--- src/sv/address_mapping_table_defines.svh ---
// Assertion macros for the address mapping table.
// Used by the top level only; the including module must have clk and rst in scope.
`ifndef ADDRESS_MAPPING_TABLE_DEFINES_SVH
`define ADDRESS_MAPPING_TABLE_DEFINES_SVH

// A condition that must hold at every clock edge outside reset.
`define AMT_ASSERT_HOLDS(lbl, prop, msg) \
  lbl: assert property (@(posedge clk) disable iff (rst) (prop)) else $error(msg);

// A condition that must hold in the cycle after the trigger.
`define AMT_ASSERT_NEXT(lbl, ante, cons, msg) \
  lbl: assert property (@(posedge clk) disable iff (rst) (ante) |=> (cons)) else $error(msg);

`endif

--- src/sv/amt_pkg.sv ---
// Shared types and constants for the address mapping table.
// No dependencies; imported by the top level.
package amt_pkg;

  localparam int TABLE_ENTRIES_DEF = 16;
  localparam int MAC_W             = 48;
  localparam int MIP_W             = 8;
  localparam int FUNC_W            = 2;
  localparam int STATUS_W          = 3;

  typedef logic [FUNC_W-1:0]   func_t;
  typedef logic [STATUS_W-1:0] status_t;
  typedef logic [MAC_W-1:0]    mac_t;
  typedef logic [MIP_W-1:0]    mip_t;

  // Request codes.
  localparam func_t FUNC_ADD    = 2'd0;
  localparam func_t FUNC_BY_MIP = 2'd1;
  localparam func_t FUNC_BY_MAC = 2'd2;

  // Result codes.
  localparam status_t ST_ADDED   = 3'd0;
  localparam status_t ST_PRESENT = 3'd1;
  localparam status_t ST_FOUND   = 3'd2;
  localparam status_t ST_MISSING = 3'd3;
  localparam status_t ST_FULL    = 3'd4;

endpackage

--- src/sv/amt_ram.sv ---
// Generic simple dual-port RAM with one write port and a registered read port.
// Depends on nothing; used for the table entry storage.
module amt_ram #(
  parameter int WIDTH = 8,
  parameter int DEPTH = 16,
  parameter int AW    = (DEPTH > 1) ? $clog2(DEPTH) : 1
) (
  input  logic             clk,
  input  logic             we,
  input  logic [AW-1:0]    waddr,
  input  logic [WIDTH-1:0] wdata,
  input  logic [AW-1:0]    raddr,
  output logic [WIDTH-1:0] rdata
);

  logic [WIDTH-1:0] mem [DEPTH];

  // Write port and registered read port.
  always_ff @(posedge clk) begin
    if (we) begin
      mem[waddr] <= wdata;
    end
    rdata <= mem[raddr];
  end

endmodule

--- src/sv/address_mapping_table.sv ---
// Address mapping table top level: sequencer, valid bits, compare unit and output register.
// Depends on amt_pkg, amt_ram and address_mapping_table_defines.svh.
//
//   port group                  dir   handshake             word
//   in  (func, mac/mip_address) in    in_valid / in_ready   one request
//   out (status, mac/mip_found) out   out_valid / out_ready one result
//
// Each request walks every entry through the one RAM read port: the scan state
// steps through the entries, then the decide state registers the result, and the
// block is busy until the result is taken. The walk is set by the single read port.
// Reset clears the entry valid bits and the sequencer at once; no clearing pass.
// A stalled result holds in the output register and keeps in_ready low.
`include "address_mapping_table_defines.svh"

module address_mapping_table #(
  parameter int TABLE_ENTRIES = amt_pkg::TABLE_ENTRIES_DEF
) (
  input  logic              clk,
  input  logic              rst,
  input  logic              in_valid,
  output logic              in_ready,
  input  amt_pkg::func_t    func,
  input  amt_pkg::mac_t     mac_address,
  input  amt_pkg::mip_t     mip_address,
  output logic              out_valid,
  input  logic              out_ready,
  output amt_pkg::status_t  status,
  output amt_pkg::mac_t     mac_found,
  output amt_pkg::mip_t     mip_found
);

  import amt_pkg::*;

  localparam int IW = (TABLE_ENTRIES > 1) ? $clog2(TABLE_ENTRIES) : 1;
  localparam int CW = $clog2(TABLE_ENTRIES + 1);
  localparam int EW = MAC_W + MIP_W;
  localparam logic [CW-1:0] SCAN_END = CW'(TABLE_ENTRIES);

  typedef enum logic [3:0] {
    S_IDLE   = 4'b0001,
    S_SCAN   = 4'b0010,
    S_DECIDE = 4'b0100,
    S_OUT    = 4'b1000
  } state_t;

  state_t                  state;
  logic [CW-1:0]           cnt;
  logic [CW-1:0]           cnt_m1;
  logic [IW-1:0]           pidx;
  func_t                   func_q;
  mac_t                    mac_q;
  mip_t                    mip_q;
  logic [TABLE_ENTRIES-1:0] valid;
  logic [TABLE_ENTRIES-1:0] valid_next;
  logic                    hit_ip;
  logic [IW-1:0]           ip_idx;
  logic                    hit_hw;
  logic [IW-1:0]           hw_idx;
  mac_t                    hit_mac;
  mip_t                    hit_mip;
  logic                    free_ok;
  logic [IW-1:0]           free_idx;

  logic                    ram_we;
  logic [IW-1:0]           ram_waddr;
  logic [EW-1:0]           ram_wdata;
  logic [EW-1:0]           ram_rdata;
  mac_t                    rd_mac;
  mip_t                    rd_mip;
  logic                    e_valid;
  logic                    mac_eq;
  logic                    mip_eq;

  logic                    present;
  logic                    slot_ok;
  logic [IW-1:0]           slot;
  status_t                 status_next;

  amt_ram #(
    .WIDTH (EW),
    .DEPTH (TABLE_ENTRIES),
    .AW    (IW)
  ) u_entries (
    .clk   (clk),
    .we    (ram_we),
    .waddr (ram_waddr),
    .wdata (ram_wdata),
    .raddr (cnt[IW-1:0]),
    .rdata (ram_rdata)
  );

  assign in_ready  = (state == S_IDLE);
  assign out_valid = (state == S_OUT);

  // Compare unit: the entry read last cycle against both keys.
  assign cnt_m1 = cnt - CW'(1);
  assign pidx   = cnt_m1[IW-1:0];
  assign rd_mac = ram_rdata[EW-1:MIP_W];
  assign rd_mip = ram_rdata[MIP_W-1:0];
  assign e_valid = valid[pidx];
  assign mac_eq  = e_valid && (rd_mac == mac_q);
  assign mip_eq  = e_valid && (rd_mip == mip_q);

  // Add decision: lowest free slot once the hit entries are freed.
  always_comb begin
    present = hit_ip && hit_hw && (ip_idx == hw_idx);
    slot_ok = free_ok;
    slot    = free_idx;
    if (hit_ip && (!slot_ok || (ip_idx < slot))) begin
      slot_ok = 1'b1;
      slot    = ip_idx;
    end
    if (hit_hw && (!slot_ok || (hw_idx < slot))) begin
      slot_ok = 1'b1;
      slot    = hw_idx;
    end
  end

  // Table update and result code.
  always_comb begin
    valid_next  = valid;
    ram_we      = 1'b0;
    ram_waddr   = slot;
    ram_wdata   = {mac_q, mip_q};
    status_next = ST_MISSING;
    case (func_q)
      FUNC_ADD: begin
        if (present) begin
          status_next = ST_PRESENT;
        end else if (slot_ok) begin
          status_next = ST_ADDED;
        end else begin
          status_next = ST_FULL;
        end
      end
      FUNC_BY_MIP: begin
        if (hit_ip) begin
          status_next = ST_FOUND;
        end
      end
      FUNC_BY_MAC: begin
        if (hit_hw) begin
          status_next = ST_FOUND;
        end
      end
      default: status_next = ST_MISSING;
    endcase
    if ((state == S_DECIDE) && (func_q == FUNC_ADD) && !present) begin
      if (hit_ip) begin
        valid_next[ip_idx] = 1'b0;
      end
      if (hit_hw) begin
        valid_next[hw_idx] = 1'b0;
      end
      if (slot_ok) begin
        valid_next[slot] = 1'b1;
        ram_we           = 1'b1;
      end
    end
  end

  // Sequencer and control state.
  always_ff @(posedge clk) begin
    if (rst) begin
      state <= S_IDLE;
      cnt   <= '0;
      valid <= '0;
    end else begin
      valid <= valid_next;
      unique case (state)
        S_IDLE: begin
          if (in_valid) begin
            state <= S_SCAN;
            cnt   <= '0;
          end
        end
        S_SCAN: begin
          cnt <= cnt + CW'(1);
          if (cnt == SCAN_END) begin
            state <= S_DECIDE;
          end
        end
        S_DECIDE: begin
          state <= S_OUT;
        end
        S_OUT: begin
          if (out_ready) begin
            state <= S_IDLE;
          end
        end
        default: state <= S_IDLE;
      endcase
    end
  end

  // Request capture, scan results and output register.
  always_ff @(posedge clk) begin
    if (state == S_IDLE) begin
      func_q  <= func;
      mac_q   <= mac_address;
      mip_q   <= mip_address;
      hit_ip  <= 1'b0;
      hit_hw  <= 1'b0;
      free_ok <= 1'b0;
    end
    if ((state == S_SCAN) && (cnt != '0)) begin
      if (mip_eq && !hit_ip) begin
        hit_ip  <= 1'b1;
        ip_idx  <= pidx;
        hit_mac <= rd_mac;
      end
      if (mac_eq && !hit_hw) begin
        hit_hw  <= 1'b1;
        hw_idx  <= pidx;
        hit_mip <= rd_mip;
      end
      if (!e_valid && !free_ok) begin
        free_ok  <= 1'b1;
        free_idx <= pidx;
      end
    end
    if (state == S_DECIDE) begin
      status    <= status_next;
      mac_found <= ((func_q == FUNC_BY_MIP) && hit_ip) ? hit_mac : '0;
      mip_found <= ((func_q == FUNC_BY_MAC) && hit_hw) ? hit_mip : '0;
    end
  end

  // Checks on the sequencer.
  `AMT_ASSERT_HOLDS(a_ready_result_excl, !(in_ready && out_valid), "ready while result pending")
  `AMT_ASSERT_NEXT(a_busy_after_accept, in_valid && in_ready, !in_ready, "ready after accept")
  `AMT_ASSERT_NEXT(a_result_after_decide, state == S_DECIDE, out_valid, "no result after decide")
  `AMT_ASSERT_HOLDS(a_found_on_lookup, !(out_valid && status == ST_FOUND && func_q == FUNC_ADD), "found on add")

endmodule
--- config.mk ---
export PLATFORM = sky130hd
export DESIGN_NAME = address_mapping_table
export DESIGN_NICKNAME = d
export VERILOG_FILES = /design/src/sv/amt_pkg.sv /design/src/sv/amt_ram.sv /design/src/sv/address_mapping_table.sv
export VERILOG_INCLUDE_DIRS = /design/src /design/src/sv
export SDC_FILE = /design/constraint.sdc
export NUM_CORES = 1
export LEC_CHECK = 0
export BUFFER_PORTS_ARGS = -buffer_cell sky130_fd_sc_hd__buf_2
export CAP_MARGIN = 15
export CORE_ASPECT_RATIO = 0.9
export CORE_MARGIN = 2
export CORE_UTILIZATION = 37
export DETAILED_ROUTE_END_ITERATION = 12
export SETUP_SLACK_MARGIN = 0.15
export SYNTH_ARGS = -nofsm -noshare
export SYNTH_HDL_FRONTEND = slang
export SYNTH_SLANG_ARGS = --single-unit
--- constraint.sdc ---
create_clock -name clk -period 14.9 [get_ports clk]
set_clock_uncertainty 0.05 [all_clocks]
set_input_delay 0.745 -clock clk [delete_from_list [all_inputs] [get_ports clk]]
set_output_delay 0.745 -clock clk [all_outputs]
set_load 0.05 [all_outputs]
== Yosys cells after proc, flatten, opt, wreduce, memory -nomap -nowiden ==
Memory sizes are Yosys's and may differ from the RTL's. A register that Yosys moved wholly into a read port is not among the register bits.
Index checks and enable logic that the tools add are counted.
Widths: inputs -> output; s select.
Operators by class
  multipliers: 0
  bitwise operators: 5
  div/mod/pow operators: 0
  mux-type cells: 41
  shifts and indexed selects: 0
  add/sub/neg operators: 2
  order comparisons: 9
  equality and inequality tests: 13
  reductions and logical operators: 33
Operators with widths (number)
  $mux 16: 5
  $eq 48x48->1: 1
  $and 16x16->16: 2
  $not 16->16: 2
  $mux 1: 21
  $lt 4x5->1 const B: 4
  $mux 4: 5
  $logic_and 1x1->1: 17
  $or 16x16->16: 1
  $pmux 4 s4: 1
  $demux 1 s4: 3
  $ge 4x1->1 const B: 3
  $pmux 5 s2: 1
  $pmux 3 s3: 1
  $eq 8x8->1: 1
  $lt 4x4->1: 2
  $reduce_and 2->1: 4
  $logic_not 1->1: 6
  $mux 3: 2
  $add 5x1->5 const B: 1
  $eq 5x5->1 const B: 1
  $mux 5: 1
  $reduce_bool 5->1: 1
  $bmux 1 s4: 1
  other kinds (14): 16
Word-level totals
  input port bits: 62
  memories kept: 1
  bits in read-only memories: 0
  bits in latches: 0
  logic and storage cells: 121
  flip-flop bits (word level): 213
  output and inout bits: 61
  memory bits (writable): 896
Memory list
  u_entries.mem: words 16, width 56, read ports 1, clocked after memory_dff 1, write ports 1, line amt_ram.sv:16  | logic [WIDTH-1:0] mem [DEPTH];

== Depth between registers and ports, before layout ==
  depth after elaboration: 14
  depth in mapped cells: 17
  depth with buffers taken out: 15

== Modules after synthesis ==
A second synthesis with hierarchy kept.
Second synthesis, totals
  cell total of the unflattened synthesis: 2086
  area total of the unflattened synthesis: 43641.9 um^2
By module, submodules not included
  amt_ram: instances 1, area each 34678.3 um^2, sequential area each 28026.9 um^2, cells each 1445
  address_mapping_table: instances 1, area each 8963.6 um^2, sequential area each 6115.9 um^2, cells each 641

== Worst setup path after synthesis ==
Ideal clock, no wire load.
  path kind: register -> register
  start: reg cnt[0]
  end: reg hit_mac[0] (enable)
  library setup time: 594 ps
  data required time: 14256 ps
  cell stages (with the launch flop): 10
  buffers on the path: 3
  period minus slack after synthesis: 8113 ps
  data arrival time: 7470 ps
  setup slack: 6787 ps
  path through: dfxtp_1 -> clkbuf_1 -> clkbuf_1 -> buf_2 -> inv_1 -> ha_1 -> mux4_2 -> mux4_2 -> o211ai_1 -> nor4_1
Between the ends
  cells in the longest elaborated chain, start to end: 6
  elaborated cells between the ends (all ways): 8
  classes of those cells: 1 x add/sub; 2 x mux; 5 x reduce/logical
Ends and longest elaborated chain
  from (decl): line address_mapping_table.sv:47  | logic [CW-1:0] cnt;
  from (signal assigned): line address_mapping_table.sv:178  | cnt <= cnt + CW'(1);
  $sub 4x1->4: line address_mapping_table.sv:96  | assign cnt_m1 = cnt - CW'(1);
  via cnt_m1[0]: line address_mapping_table.sv:48  | logic [CW-1:0] cnt_m1;
  $bmux 1 s4: line address_mapping_table.sv:100  | assign e_valid = valid[pidx];
  $mux 1 (implied by the code): line address_mapping_table.sv:100
  $logic_and 1x1->1: line address_mapping_table.sv:102  | assign mip_eq = e_valid && (rd_mip == mip_q);
  $logic_and 1x1->1: line address_mapping_table.sv:207  | if (mip_eq && !hit_ip) begin
  $reduce_and 2->1 (no source line)
  to (signal assigned): line address_mapping_table.sv:210  | hit_mac <= rd_mac;
  to (decl): line address_mapping_table.sv:59  | mac_t hit_mac;
The timed path passes the listed nets, and every way through them passes these cells. The select of a mux whose other input is x is not followed.
A chain may end at the register's enable or synchronous reset.

== Worst setup path in the final report ==
  start: reg ip_idx[2]
  end: mem u_entries.mem[13][11] in the netlist's numbering (enable)
Between the ends
  cells in the longest elaborated chain, start to end: 12
  elaborated cells between the ends (all ways): 19
  classes of those cells: 2 x order compare; 1 x eq/ne; 8 x mux; 8 x reduce/logical
Ends and longest elaborated chain
  from (decl): line address_mapping_table.sv:56  | logic [IW-1:0] ip_idx;
  from (signal assigned): line address_mapping_table.sv:209  | ip_idx <= pidx;
  $lt 4x4->1: line address_mapping_table.sv:109  | if (hit_ip && (!slot_ok || (ip_idx < slot))) begin
  $logic_or 1x1->1: line address_mapping_table.sv:109
  $logic_and 1x1->1: line address_mapping_table.sv:109
  $mux 4 or $mux 1 (tied branches): line address_mapping_table.sv:109
  $lt 4x4->1 or $logic_not 1->1 (tied branches): line address_mapping_table.sv:113  | if (hit_hw && (!slot_ok || (hw_idx < slot))) begin
  $logic_or 1x1->1: line address_mapping_table.sv:113
  $logic_and 1x1->1: line address_mapping_table.sv:113
  $mux 1: line address_mapping_table.sv:113
  $mux 1: line address_mapping_table.sv:155  | if (slot_ok) begin
  $mux 1: line address_mapping_table.sv:148  | if ((state == S_DECIDE) && (func_q == FUNC_ADD) && !present) begin
  $mux 1: line amt_ram.sv:20  | if (we) begin
  $mux 1 (implied by the code): line amt_ram.sv:21  | mem[waddr] <= wdata;
  to (decl): line amt_ram.sv:16
Several ways; a longest one is shown, not always the timed one.

==> flow_summary.json <==
{
  "maxCapViolCount": 0,
  "fp.coreArea_um2": 117000,
  "syn_inst": 1947,
  "viasPerCell": 5.16,
  "cp_max_fo": 56,
  "hold_path_end": "mac_q[33]",
  "die_x_um": 366,
  "required_ps": 15160,
  "fin_crit_sh": 0.394,
  "avgRoutedWirePerCell_um": 25.1,
  "yosysWarningCount": 0,
  "leakage_nw": 15.8,
  "area_delta_synth_final_pct": 15.2,
  "start_util": 0.373,
  "critPathCaptureType": "register",
  "ff2ff_path_depth": 15,
  "remaining_drc_errors": 0,
  "placed_cells": 3597,
  "grt_use_total": 0.159,
  "synth_nets": 2018,
  "grt_overflow_total": 0,
  "antenna_found_initial": 4,
  "tns_ps": 0,
  "ys_async_sr_fraction": 0,
  "start_kind": "register",
  "hold_depth": 1,
  "grt_use_met3": 0.0222,
  "grt_busiest_layer": "met2",
  "synth_top_area_frac": 0.743,
  "ys_top_cells_by_count": "1081 x edfxtp_1, 285 x mux4_2, 84 x dfxtp_1, 58 x and2_1, 50 x clkbuf_1",
  "routed_wl_um": 95800,
  "final_cells": 3821,
  "syn-cell-area_um2": 43700,
  "worstMarginPinSlew_ps": 1180,
  "relSlewSlack": 0.216,
  "period_needed_ps": 5880,
  "dpl_cell_area_um2": 46300,
  "powerDensity_nw_per_um2": 135,
  "use_met1": 0.227,
  "hp-start": "mac_address[33]",
  "insertion_delay_ps": 700,
  "slew_violations": 0,
  "crit_arrival_ps": 6130,
  "first_iter_violations": 1919,
  "cts_made_buffers": 116,
  "fmax_mhz": 170,
  "fp-row-count": 119,
  "clk_pin_slew_ps": 70,
  "hp-class": "input pin to register",
  "dieArea_um2": 121000,
  "grt_pass1_vias": 20600,
  "nNetsFinal": 2214,
  "fin_area_um2": 50300,
  "use_met2": 0.260,
  "synth.most_common_cell": "edfxtp_1",
  "grt_max_degree": 71,
  "synth-main-ff-cell": "edfxtp_1",
  "peakVddDrop_uv": 96.5,
  "hold_violations": 0,
  "hpwl_um": 53600,
  "ios": 123,
  "yosys.area.top_type": "edfxtp_1",
  "r2r-start": "ip_idx[2]",
  "cts_max_path_buffers": 3,
  "seq_area_frac_synth": 0.782,
  "port_buffers": 122,
  "cts_tree": "yes",
  "outcome": "completed",
  "cts_hold_buf": 0,
  "r2r-end": "u_entries.mem[13][11]",
  "rsz0062_at_grt": "no",
  "cts_max_level": 3,
  "post_cts_buffers": 0,
  "finalSetupViolations": 0,
  "cts_root_buffer": "clkbuf_16",
  "cts_resized": 0,
  "cts.sinks": 1165,
  "drive_gt1_frac": 0.300,
  "grt_pass1_wl_um": 141000,
  "synth.ff_latch_count": 1165,
  "synthDistinctLibCells": 56,
  "ant_nets": 0,
  "path_class": "register to register",
  "globalplace.congestion": 0.765,
  "r2r_slack_ps": 9020,
  "drtPass1Iterations": 6,
  "vias": 19700,
  "synth_edf_count": 1081,
  "startpoint": "ip_idx[2]",
  "synth_area_leaders": "edfxtp_1 74%, mux4_2 15%, dfxtp_1 3.9%, and2_1 0.83%, xor2_1 0.58%",
  "synth.avg_cell_area_um2": 22.4,
  "die_y_um": 330
}
cells in the final DEF (no fill, tap or decap), drive strengths merged, types with 3 or more instances in the layout:
cell type	n
edfxtp	1081
mux4	285
buf	162
clkbuf	146
dfxtp	84
and2	58
clkinv	52
nor2	37
nand2	30
xor2	29
inv	27
xnor2	26
o21ai	24
a21oi	23
bufinv	15
nor3	14
mux2i	14
a22oi	13
nor4	12
nand4	10
ha	9
nor2b	8
clkinvlp	8
o21a	7
nand3	7
mux2	7
nand2b	7
a21o	6
nor3b	6
o22ai	6
a32oi	4
o211ai	3
and3	3
or4b	3
nor4b	3
worst max-delay path: stages (launching register included):
cell and delay, ps:
edfxtp_1 600, ha_1 420, a21o_1 120, a31oi_1 30, o211ai_1 390, mux2_2 430, inv_1 90, ha_1 190
o211ai_1 150, a21oi_1 190, nor2_1 90, a211oi_4 780, mux2i_1 580, nand2_1 320, nor2_4 160, buf_4 810
metrics by stage:
step | worst slack [ps] | power, mW | utilization | hold slack [ps]
after floorplan | 6790 | 3.78 | - | 358
after global placement | 9130 | 3.85 | 0.396 | 388
after detailed placement | 9030 | 3.86 | 0.396 | 391
after CTS | 8980 | 6.85 | 0.430 | 113
after global routing | 8680 | 6.98 | 0.430 | 128
final | 9020 | 6.77 | 0.430 | 162
state kept, by name, summed over array words and instances, names as in the netlist, 2 cells and up:
register	count
u_entries.mem	896
u_entries.rdata	56
hit_mac	48
mac_found	48
mac_q	48
valid	16
hit_mip	8
mip_found	8
mip_q	8
cnt	5
free_idx	4
hw_idx	4
ip_idx	4
state	4
status	3
func_q	2
power by group:
| group | switching, mW | internal, mW | total [mW] |
|---|---|---|---|
| combinational | 0.0533 | 0.0368 | 0.0901 |
| sequential | 0.0689 | 3.62 | 3.69 |
| clock | 1.23 | 1.76 | 2.99 |
| total | 1.36 | 5.42 | 6.77 |
worst max path at each step:
stage                                       end  slack, ps  depth (start not counted)
after floorplan                      hit_mac[0]       6790                          9
after detailed placement  u_entries.mem[13][19]       9030                         15
after CTS                 u_entries.mem[13][11]       8980                         15
final                     u_entries.mem[13][11]       9020                         15
after global placement    u_entries.mem[13][18]       9130                         15
after global routing      u_entries.mem[13][11]       8680                         15
metal layers:
layer | wire [µm] | up-vias
met5 | 0 | -
met4 | 1720 | 0
met3 | 4270 | 129
met2 | 46200 | 500
met1 | 43700 | 10600
li1 | - | 8505
cell type report:
cell class | count | area, µm²
Fill cell | 10100 | 66700
Sequential cell | 1165 | 34200
Multi-Input combinational cell | 671 | 9170
Clock buffer | 145 | 3130
Tap cell | 1573 | 1970
Timing Repair Buffer | 163 | 918
Clock inverter | 76 | 847
Inverter | 26 | 108
Antenna cell | 2 | 5.00
cell families after synthesis:
kind of cell,after synthesis,synth area share
buf+inv,111,0.0104
fa+ha+maj,9,0.00258
simple gates,201,0.0257
flops,1165,0.782
mux,306,0.152
xor+xnor,55,0.0110
compound gates,100,0.0163
No activity file was read; power rests on OpenSTA's default activity.
